--- config.mk ---
export PLATFORM = sky130hd
export DESIGN_NAME = gpc_fifo
export DESIGN_NICKNAME = d
export VERILOG_FILES = /design/src/design/gpc_pkg.sv /design/src/design/gpc_fifo.sv
export SDC_FILE = /design/constraint.sdc
export NUM_CORES = 1
export LEC_CHECK = 0
export ABC_AREA = 1
export BUFFER_PORTS_ARGS = -buffer_cell sky130_fd_sc_hd__buf_2
export CAP_MARGIN = 20
export CORE_ASPECT_RATIO = 1.1
export CORE_UTILIZATION = 40
export CTS_CLUSTER_DIAMETER = 100
export CTS_CLUSTER_SIZE = 30
export DETAILED_ROUTE_END_ITERATION = 12
export HOLD_SLACK_MARGIN = 0.12
export PLACE_DENSITY = 0.63
export SYNTH_ARGS = -nofsm -noshare
export SYNTH_HDL_FRONTEND = slang
export SYNTH_SLANG_ARGS = --single-unit
--- constraint.sdc ---
create_clock -name clk -period 2.1 [get_ports clk]
set_input_delay 0.42 -clock clk [delete_from_list [all_inputs] [get_ports clk]]
set_output_delay 0.42 -clock clk [all_outputs]
set_load 0.02 [all_outputs]
--- src/design/gpc_pkg.sv ---
// ----------------------------------------------------------------------------
// gpc_pkg
// shared widths, constants and types for the grid path counter
// ----------------------------------------------------------------------------
package gpc_pkg;

  localparam int MAX_SIZE    = 1024;
  localparam int SIZE_W      = 11;
  localparam int COUNT_W     = 30;
  localparam int IDX_W       = $clog2(MAX_SIZE);
  localparam int CMP_W       = (IDX_W + 1 > SIZE_W) ? IDX_W + 1 : SIZE_W;
  localparam int QUEUE_DEPTH = 4;
  localparam int QPTR_W      = $clog2(QUEUE_DEPTH);

  localparam logic [COUNT_W-1:0] PATH_MOD = COUNT_W'(1000000007);

  // one classified cell on its way from front to back
  typedef struct packed {
    logic [IDX_W-1:0] slot;
    logic             blocked;
    logic             first_row;
    logic             first_col;
    logic             emit;
  } gpc_item_t;

  // back-end status seen by the top level
  typedef struct packed {
    logic s1_stall;
    logic load;
  } gpc_back_st_t;

endpackage

--- src/design/gpc_fifo.sv ---
// ----------------------------------------------------------------------------
// gpc_fifo
// short flip-flop queue between front and back
// ----------------------------------------------------------------------------
module gpc_fifo (
  input  logic                clk,
  input  logic                rst_n,
  input  logic                push,
  input  gpc_pkg::gpc_item_t  push_item,
  output logic                full,
  input  logic                pop,
  output logic                head_valid,
  output gpc_pkg::gpc_item_t  head_item
);
  import gpc_pkg::*;

  gpc_item_t          slots_r [QUEUE_DEPTH];
  logic [QPTR_W-1:0]  wptr_r;
  logic [QPTR_W-1:0]  rptr_r;
  logic [QPTR_W:0]    count_r;

  assign full       = (count_r == (QPTR_W+1)'(QUEUE_DEPTH));
  assign head_valid = (count_r != '0);
  assign head_item  = slots_r[rptr_r];

  always_ff @(posedge clk) begin
    if (push) begin
      slots_r[wptr_r] <= push_item;
    end
  end

  always_ff @(posedge clk) begin
    if (!rst_n) begin
      wptr_r  <= '0;
      rptr_r  <= '0;
      count_r <= '0;
    end else begin
      if (push) begin
        wptr_r <= wptr_r + QPTR_W'(1);
      end
      if (pop) begin
        rptr_r <= rptr_r + QPTR_W'(1);
      end
      if (push && !pop) begin
        count_r <= count_r + (QPTR_W+1)'(1);
      end else if (pop && !push) begin
        count_r <= count_r - (QPTR_W+1)'(1);
      end
    end
  end

endmodule

======== After elaboration in Yosys (flattened, before gate mapping) ========
Memory sizes are Yosys's and may differ from the RTL's. A register that Yosys moved wholly into a read port is not among the register bits.
Cells that the tools add are included.
storage, ports and cells
  register bits after elaboration ......... 7
  bits in writable memories ............... 56
  output and inout bits ................... 16
  memories kept ........................... 1
operators by class
  add/subtract/negate cells ............... 4
  equal/unequal tests ..................... 1
  muxes and demuxes ....................... 6
  reduce and logical (&&, ||, !) cells .... 6
memory list
  memory   words  bits a word  rd ports  clocked after memory_dff  write ports  line            text
  slots_r  4      14           1         1                         1            gpc_fifo.sv:17  gpc_item_t slots_r [QUEUE_DEPTH];
operators by type and width
  operator             count
  $mux 3               2
  $add 2x1->2 const B  2
  $mux 2               2
  $add 3x1->3 const B  1
  $eq 3x3->1 const B   1
  $reduce_bool 3->1    1
  $sub 3x1->3 const B  1
  $logic_and 1x1->1    2
  $logic_not 1->1      2
  $mux 1               2
  $reduce_bool 2->1    1

======== Logic depth before layout (Yosys ltp) ========
  word-level depth ........................ 4
  mapped depth ............................ 10

======== Least setup slack after synthesis ========
No wires, ideal clock.
  kind .................................... register to output
  start ................................... register with a tool-made name
  end ..................................... output port head_item[1] (netlist bit)
  arrival ................................. 1,006 ps
  data required time ...................... 1,680 ps
  path slack .............................. 674 ps
  cell stages (with the launch flop) ...... 5
  buffers on the path ..................... 2
  cell sequence ........................... dfxtp_1 > buf_6 > buf_12 > o21ai_1 > o22ai_1
RTL lines
  item              line            text
  end: declaration  gpc_fifo.sv:13  output gpc_pkg::gpc_item_t head_item

==> flow_summary.ini <==
[run_status]
outcome = completed

[finish]
antenna_cells = 0
fin_util_pct = 48.50
multi_input_area_sq_um = 541.8
design_area_sq_um = 2985
post_route_cells_drive_above_1_share_pct = 23.33
fill_cells = 554
layout.cells.non_filler = 320
syn_to_final_growth_pct = 17.65
final_common_cell = edfxtp_1
regArea_sq_um = 1863
mostFrequentLayoutCells = 56 x edfxtp_1, 34 x nor2_1, 33 x buf_2
nets = 259

[placement]
dpl.cell_count = 304
place.gp.congestion = 0.7137
port_buffers = 33
post_dp_cell_area_sq_um = 2763
dp_hpwl_mm = 2.882

[route]
routedWlPerCell_um = 14.18
drt_iter0_markers = 123
drcViolationCount = 0
post_drt_via_cell_ratio = 4.838
ant_nets = 0
first_pass_iters = 4
drt_wl_total_mm = 4.537
vias = 1548

[worst_hold_path]
min_to = slots_r[0][0]
min_from = push_item[0]
hold_depth = 1
hp-class = in2reg

[clocking]
cts-root-buf = clkbuf_8
path_clk_slew_ns = 0.08
cts.path.max_buffers = 2
htreeDepth = 3
holdBufCountCts = 0
clock_latency_ns = 0.34
tritoncts = done
numCtsBuffers = 9
post_cts_buffers = 0
cts.sinks = 65

[worst_setup_path]
r2r-start = wptr_r[0]
r2r_cells = 4
worstPathMaxFanout = 16
cp-end-kind = output port
slowest_stage = dfxtp_1
reg2reg_setup_slack_ns = 0.64
slowest_delay_ns = 0.41
critPathKind = reg2out
startpoint_type = flop
crit_required_ns = 1.68
worstPathCellList = buf_4, o21ai_0, o22ai_1, buf_2
arrival_ns = 1.50
r2r_end = slots_r[2][12]

[timing]
rsz0062_at_grt = no
finalCritPeriodShare_pct = 91.42
fmax_mhz = 520.9
fin_tns_setup_ns = 0
finalMaxSlewViolations = 0
worst_pin_slew_ns = 0.5851
setup_violations = 0
post-route-min-period_ns = 1.920
maxSlewHeadroom_pct = 60.95
hold_violations = 0
skew_ns = 0.01137

[global_route]
track_usage_pct = 14.77
overflow = 0
grt_pass1_vias = 1579
grt_max_degree = 29
antenna_found_initial = 0
grt_pass1_wl_mm = 7.176

[power]
ir_drop_v = 0.0004047
p_leak_nw = 1.147
power_density_nw_per_um2 = 984.5

[synthesis]
ys_types = 20
synthesis.area_sq_um = 2537
yosysWarnings = 0
syn_avg_cell_area_sq_um = 13.08
ys_ff_latch = 65
synth-seq-area-share_pct = 73.37
syn-instance-count = 194
syn_nets = 218

[floorplan]
num_rows = 30
initial_core_util_pct = 41.22
io_pins = 34
die_h_um = 85.54
die_w_um = 77.94
dieArea_sq_um = 6667
core_area_sq_um = 6156

[job]
cap_violations = 0
==> synthesized netlist by cell type (all sizes together) <==
master / number / area (sq um)
nand2: 10 / 37.54
nor3: 1 / 5.000
ha: 5 / 62.56
a21oi: 4 / 20.02
dfxtp: 9 / 180.2
inv: 17 / 63.81
fa: 1 / 20.02
nand4: 1 / 6.260
clkbuf: 2 / 12.51
buf: 5 / 57.55
edfxtp: 56 / 1682
nand3: 1 / 5.000
nor2: 34 / 127.6
o21ai: 34 / 170.2
o22ai: 14 / 87.58
==> repair_timing <==
| item | 4_1_cts | 5_1_grt |
|---|---|---|
| hold endpoints to repair | 0 | 0 |
| resized for setup | 1 | 2 |
| setup endpoints to repair | 1 | 1 |
| cloned | 0 | 0 |
==> worst max-delay path: cells and delay by family (launching register included) <==
kind                   cells  cell delay [ns]
buffers and inverters      2             0.44
AO/OA/AOI/OAI              2             0.31
flip-flops                 1             0.41
==> final cells by class <==
type                            count  area share [%]
Clock buffer                        9           4.149
Clock inverter                      7           3.185
Inverter                           17           2.221
Multi-Input combinational cell    105           18.15
Sequential cell                    65           62.41
Tap cell                           80           3.353
Timing Repair Buffer               37           6.538
==> cells by family (layout without fill, tap and decap cells) <==
family	after synthesis	in the layout	share of synthesized area, %
flip-flops	65	65	73.37
buffers and inverters	24	70	5.276
AO/OA/AOI/OAI	52	52	10.95
adder cells (fa/ha/maj)	6	6	3.254
AND/OR/NAND/NOR	47	47	7.150
==> worst max-delay path by stage <==
| stage | from | endpoint | depth (start not counted) |
|---|---|---|---|
| after floorplan | flop | head_item[1] | 4 |
| after global placement | flop | head_item[11] | 4 |
| final | flop | head_item[0] | 4 |
| after detailed placement | flop | head_item[11] | 4 |
| after CTS | flop | head_item[11] | 4 |
| after global routing | flop | head_item[12] | 4 |
==> flip-flops by register name (all words and copies together) (netlist names), named ones only <==
| signal | count |
|---|---|
| count_r | 3 |
| rptr_r | 2 |
| slots_r | 56 |
| wptr_r | 2 |
==> power by group <==
group | internal (mW) | total (mW) | switching (mW) | leakage, nW
registers | 1.47 | 1.49 | 0.0268 | 0.589
clock network | 0.667 | 1.14 | 0.474 | 0.109
logic | 0.100 | 0.305 | 0.205 | 0.448
total | 2.23 | 2.94 | 0.705 | 1.15
==> through the flow <==
step | worst slack (ns) | power [mW] | hold WS [ns]
5_1_grt | 0.08855 | 3.049 | 0.2870
3_5_place_dp | 0.3822 | 1.829 | 0.4476
3_3_place_gp | 0.4468 | 1.821 | 0.4435
2_1_floorplan | 0.6740 | 1.724 | 0.4115
4_1_cts | 0.1206 | 2.958 | 0.2817
6_report | 0.1803 | 2.939 | 0.2977
==> layer usage <==
layer / GRT usage, % / share of wire, % / vias up / wire [um]
li1: - / - / 773 / -
met1: 16.29 / 44 / 736 / 1994
met2: 25.26 / 49 / 28 / 2218
met3: 3.617 / 4.3 / 11 / 194
met4: 10.10 / 2.9 / 0 / 130
met5: 0 / 0 / - / 0
Note: power is estimated with default switching activity, not from simulation.
