--- config.mk ---
export PLATFORM = sky130hd
export DESIGN_NAME = gpc_front
export DESIGN_NICKNAME = d
export VERILOG_FILES = /design/src/design/gpc_pkg.sv /design/src/design/gpc_front.sv
export SDC_FILE = /design/constraint.sdc
export NUM_CORES = 1
export LEC_CHECK = 0
export BUFFER_PORTS_ARGS = -buffer_cell sky130_fd_sc_hd__buf_2
export CORE_MARGIN = 1.5
export CORE_UTILIZATION = 58
export DETAILED_ROUTE_END_ITERATION = 8
export PLACE_DENSITY = 0.79
export SETUP_SLACK_MARGIN = 0.02
export SLEW_MARGIN = 0
export SYNTH_ARGS = -nofsm -noshare
export SYNTH_HDL_FRONTEND = slang
export SYNTH_SLANG_ARGS = --single-unit
--- constraint.sdc ---
create_clock -name clk -period 3.33 [get_ports clk]
set_input_delay 0.999 -clock clk [delete_from_list [all_inputs] [get_ports clk]]
set_output_delay 0.999 -clock clk [all_outputs]
set_load 0.005 [all_outputs]
--- src/design/gpc_pkg.sv ---
// ----------------------------------------------------------------------------
// gpc_pkg
// shared widths, constants and types for the grid path counter
// ----------------------------------------------------------------------------
package gpc_pkg;

  localparam int MAX_SIZE    = 1024;
  localparam int SIZE_W      = 11;
  localparam int COUNT_W     = 30;
  localparam int IDX_W       = $clog2(MAX_SIZE);
  localparam int CMP_W       = (IDX_W + 1 > SIZE_W) ? IDX_W + 1 : SIZE_W;
  localparam int QUEUE_DEPTH = 4;
  localparam int QPTR_W      = $clog2(QUEUE_DEPTH);

  localparam logic [COUNT_W-1:0] PATH_MOD = COUNT_W'(1000000007);

  // one classified cell on its way from front to back
  typedef struct packed {
    logic [IDX_W-1:0] slot;
    logic             blocked;
    logic             first_row;
    logic             first_col;
    logic             emit;
  } gpc_item_t;

  // back-end status seen by the top level
  typedef struct packed {
    logic s1_stall;
    logic load;
  } gpc_back_st_t;

endpackage

--- src/design/gpc_front.sv ---
// ----------------------------------------------------------------------------
// gpc_front
// holds grid size and position counters, classifies each incoming cell
// ----------------------------------------------------------------------------
module gpc_front (
  input  logic                      clk,
  input  logic                      rst_n,
  input  logic                      cfg_wr_en,
  input  logic [gpc_pkg::SIZE_W-1:0] cfg_wr_data,
  input  logic                      cell_take,
  input  logic                      cell_blocked,
  output gpc_pkg::gpc_item_t        item
);
  import gpc_pkg::*;

  logic [SIZE_W-1:0] grid_size_r;
  logic [IDX_W-1:0]  row_r, row_nxt;
  logic [IDX_W-1:0]  col_r, col_nxt;
  logic [CMP_W-1:0]  size_eff;
  logic              last_col;
  logic              last_row;

  // zero acts as one, oversize clamps to the row buffer depth
  always_comb begin
    if (grid_size_r == '0) begin
      size_eff = CMP_W'(1);
    end else if (CMP_W'(grid_size_r) > CMP_W'(MAX_SIZE)) begin
      size_eff = CMP_W'(MAX_SIZE);
    end else begin
      size_eff = CMP_W'(grid_size_r);
    end
  end

  assign last_col = (CMP_W'(col_r) + CMP_W'(1)) >= size_eff;
  assign last_row = (CMP_W'(row_r) + CMP_W'(1)) >= size_eff;

  always_comb begin
    item.slot      = col_r;
    item.blocked   = cell_blocked;
    item.first_row = (row_r == '0);
    item.first_col = (col_r == '0);
    item.emit      = last_col && last_row;
  end

  always_comb begin
    row_nxt = row_r;
    col_nxt = col_r;
    priority if (cfg_wr_en) begin
      row_nxt = '0;
      col_nxt = '0;
    end else if (cell_take) begin
      if (!last_col) begin
        col_nxt = col_r + IDX_W'(1);
      end else if (!last_row) begin
        row_nxt = row_r + IDX_W'(1);
        col_nxt = '0;
      end else begin
        row_nxt = '0;
        col_nxt = '0;
      end
    end else begin
      row_nxt = row_r;
      col_nxt = col_r;
    end
  end

  always_ff @(posedge clk) begin
    if (!rst_n) begin
      grid_size_r <= SIZE_W'(1);
      row_r       <= '0;
      col_r       <= '0;
    end else begin
      if (cfg_wr_en) begin
        grid_size_r <= cfg_wr_data;
      end
      row_r <= row_nxt;
      col_r <= col_nxt;
    end
  end

endmodule

## Word-level counts from Yosys, hierarchy flattened

Index checks and enable logic that the tools add are counted.

| operators by class | value |
|---|---|
| $add $sub $neg | 4 |
| multipliers | 0 |
| divide/modulo/power cells | 0 |
| magnitude comparators | 3 |
| equality and inequality tests | 0 |
| shifts and indexed selects | 0 |
| mux-type cells | 4 |
| bitwise operators | 1 |
| reductions and logical operators | 6 |

Operators with widths:

| operator | number |
|---|---|
| adder 10 x 1 -> 11 bit (second input constant) | 2 |
| greater-or-equal comparator 11 bit | 2 |
| two-way mux 11 bit | 2 |
| adder 10 x 1 -> 10 bit (second input constant) | 2 |
| logical NOT 10 bit | 2 |
| two-way mux 10 bit | 2 |
| greater-than comparator 11 bit (second input constant) | 1 |
| logical NOT 11 bit | 1 |
| AND reduction 2 bit | 1 |
| OR reduction 2 bit | 1 |
| logical AND 1 bit | 1 |
| NOT 1 bit | 1 |

| storage, ports and cells | value |
|---|---|
| register bits after elaboration | 31 |
| latch bits | 0 |
| bits in writable memories | 0 |
| ROM bits | 0 |
| bits of input ports | 16 |
| output and inout bits | 14 |
| word-level logic and storage cells | 21 |
| memories | 0 |

## Longest topological paths before layout

| depth | value |
|---|---|
| word-level depth | 5 |
| mapped depth | 13 |
| mapped depth without buffers | 12 |

## Least setup slack after synthesis

OpenSTA, ideal clock, no wires.

| timing | value |
|---|---|
| kind | reg-to-output |
| start point | register row_r[0] |
| end point | output port item[0] (netlist bit) |
| arrival time | 2074 ps |
| data required time | 2331 ps |
| setup slack | 257 ps |
| cell stages (with the launch flop) | 11 |
| buffers on the path | 0 |
| path through | dfxtp_1 -> ha_1 -> nand3_2 -> nor2_2 -> nand4_1 -> xnor2_1 -> ha_1 -> a21oi_1 -> o21ai_0 -> a21oi_2 -> a22oi_1 |

RTL lines:

| item | RTL line | source |
|---|---|---|
| start, declared | gpc_front.sv:17 | `logic [IDX_W-1:0] row_r, row_nxt;` |
| start signal, assigned | gpc_front.sv:76 | `row_r <= row_nxt;` |
| end, declared | gpc_front.sv:12 | `output gpc_pkg::gpc_item_t item` |

==> flow_metrics.py <==
metrics = {
    "floorplan": {
        "fp.dieW_um": 64.7,
        "dieArea_um2": 4180,
        "core-area_um2": 3660,
        "start_util_pct": 60.2,
        "fp.dieH_um": 64.7,
        "io_pins": 30,
        "rows": 22,
    },
    "clocking": {
        "clockBufferDepth": 2,
        "htree_levels": 2,
        "cts_tree": "done",
        "numCtsBuffers": 5,
        "cts-root-buf": "clkbuf_8",
        "path_clk_slew_ns": 0.07,
        "clk_latency_ns": 0.28,
        "clock-sinks": 31,
    },
    "power_and_ir_drop": {
        "power_leakage_uw": 0.00123,
        "total_power_uw": 913,
        "vdd_ir_drop_max_mv": 0.284,
        "p_per_area_nw_per_um2": 342,
    },
    "route": {
        "wl_per_cell_um": 14.4,
        "antenna_left": 0,
        "drt-total-wl_mm": 5.04,
        "route.detailed.drc": 0,
        "dr_total_vias": 2006,
        "first_iter_violations": 124,
        "post_drt_via_cell_ratio": 5.73,
        "first_pass_iters": 4,
    },
    "final_layout": {
        "area_delta_synth_final_pct": 21.1,
        "insertedDiodeCount": 0,
        "drive_above_1_share_pct": 28.5,
        "fin_nets": 343,
        "final_util_pct": 72.9,
    },
    "global_route": {
        "antenna_found_initial": 0,
        "grt_first_pass_wirelength_mm": 8.05,
        "grt_pass1_vias": 1766,
        "grt-ovfl-total": 0,
        "gr-usage-all-layers_pct": 24.6,
        "grt_max_degree": 17,
    },
    "timing": {
        "period_minus_slack_ns": 3.38,
        "setup_viol": 1,
        "rsz0062_at_grt": "true",
        "layout_setup_ws_ns": -0.0525,
        "worst_slew_margin_rel_pct": 63.8,
        "post-route-period-util_pct": 102,
        "fin_worst_skew_ns": 0.00356,
        "worst_pin_slew_ns": 0.540,
        "finalMaxSlewViolations": 0,
        "holdWs_ns": 0.472,
        "finalHoldViolations": 0,
        "fmax_mhz": 296,
    },
    "synth": {
        "synthesis.nets": 300,
        "synthTopCellsByArea": "dfxtp_1 28%, ha_1 15%, nand2_1 6.6%",
        "synthFlopType": "dfxtp_1",
        "yosys_warnings": 0,
        "synthCells": 258,
        "yosysTopAreaCell": "dfxtp_1",
        "syn_avg_cell_area_um2": 8.55,
        "netlist_top_cells_count": "39 x nand2_1, 31 x dfxtp_1, 26 x ha_1",
        "synth_edf_count": 0,
        "synth-seq-area-share_pct": 28.1,
        "synth_cell_types": 45,
        "synth_top_area_share_pct": 28.1,
        "synth-async-reset-ratio_pct": 0,
        "yosys.cell_count.top_type": "nand2_1",
        "netlist_area_um2": 2200,
        "synth-seq-cells": 31,
    },
    "placed_design": {
        "io_buffer_count": 27,
        "gp_congestion": 0.864,
        "place_hpwl_mm": 3.58,
    },
    "flow_run": {
        "maxCapViolations": 0,
    },
    "outcome": {
        "outcome": "finished with violations",
        "failed_checks": "setup timing",
    },
    "critical_path": {
        "arrival_ns": 2.38,
        "end_kind": "output port",
        "worstSetupPathType": "reg -> out",
        "startpoint_type": "flip-flop",
        "required_ns": 2.33,
        "crit_fanout": 4,
    },
    "hold_path": {
        "min_path_type": "reg -> reg",
    },
}
[worst max-delay path: stages, from the launching register on]
cell and delay, ns:
dfxtp_2 0.35, ha_4 0.15, nand3_4 0.10, nor2_4 0.12, nand4_1 0.17, xnor2_2 0.19, ha_1 0.31, nand4_1 0.10
nor2_1 0.16, a21oi_2 0.09, a22oi_2 0.20, buf_2 0.15
[routing by layer]
metal / GRT usage, % / routed length (µm)
met5: 0 / 0
met2: 41.3 / 2400
met1: 32.1 / 2360
met4: 6.12 / 39
met3: 5.38 / 230
[where the power goes]
part / internal [µW] / switching, µW
combinational: 60.4 / 76.7
clock: 242 / 146
sequential: 379 / 8.48
[registers in the layout (all words and copies together), names as in the netlist]
register,cells
col_r,10
grid_size_r,11
row_r,10
[stage by stage]
stage / instances / setup WS, ns / TNS [ns] / area [µm²]
3_5_place_dp: 332 / 0.0902 / 0 / 2400
6_report: 350 / -0.0525 / -0.0525 / 2670
2_1_floorplan: 258 / 0.257 / 0 / 2200
3_3_place_gp: 332 / 0.183 / 0 / 2400
5_1_grt: 350 / -0.167 / -0.167 / 2670
4_1_cts: 346 / 0.0255 / 0 / 2610
[kinds of logic after synthesis]
family | Yosys count | synth area share (%)
compound gates | 38 | 11.4
xor+xnor | 16 | 6.70
fa+ha+maj | 26 | 14.8
buf+inv | 17 | 4.26
flops | 31 | 28.2
mux | 12 | 5.51
simple gates | 118 | 29.2
[path summary, 6_finish.rpt]
| check | from | endpoint | slack, ns | cells after the start |
|---|---|---|---|---|
| max | row_r[1]$_SDFFE_PP0P_ | item[0] | -0.05 | 11 |
| min | col_r[3]$_SDFFE_PP0P_ | col_r[3]$_SDFFE_PP0P_ | 0.47 | 2 |
| max reg2reg | col_r[3]$_SDFFE_PP0P_ | row_r[5]$_SDFFE_PP0P_ | 0.45 | 12 |
| min reg2reg | col_r[3]$_SDFFE_PP0P_ | col_r[3]$_SDFFE_PP0P_ | 0.47 | 2 |
[cells in the final DEF (no fill, tap or decap), types with 3 or more instances in the layout]
cell type  instances
mux2i_1           11
inv_1              7
nand2b_1          11
xor2_1             5
a32o_1             3
nand2_1           39
nor2b_1           15
o21ai_0            6
ha_1              24
buf_2             27
nand3_1            6
dfxtp_2            7
nor4_1             6
dfxtp_1           23
nand4_1           11
nor3_1             3
clkbuf_8           6
buf_4             18
a21oi_1           15
nor2_1             7
xnor2_1            8
[cell type report]
cell class	count	area [µm²]
multi-input combinational	210	1560
fill	275	992
timing repair buffer	45	270
inverter	8	30.0
tap	48	60.1
sequential	31	633
clock buffer	6	82.6
clock inverter	2	35.0
[what timing repair did]
item / CTS / global route
hold buffers: 0 / 0
endpoints found under the hold margin: 0 / 0
setup buffers: 6 / 4
endpoints found under the setup margin: 1 / 1
resized for setup: 16 / 7
cloned: 0 / 0
pin swaps: 13 / 11
Power figures use the tool's default switching activity.
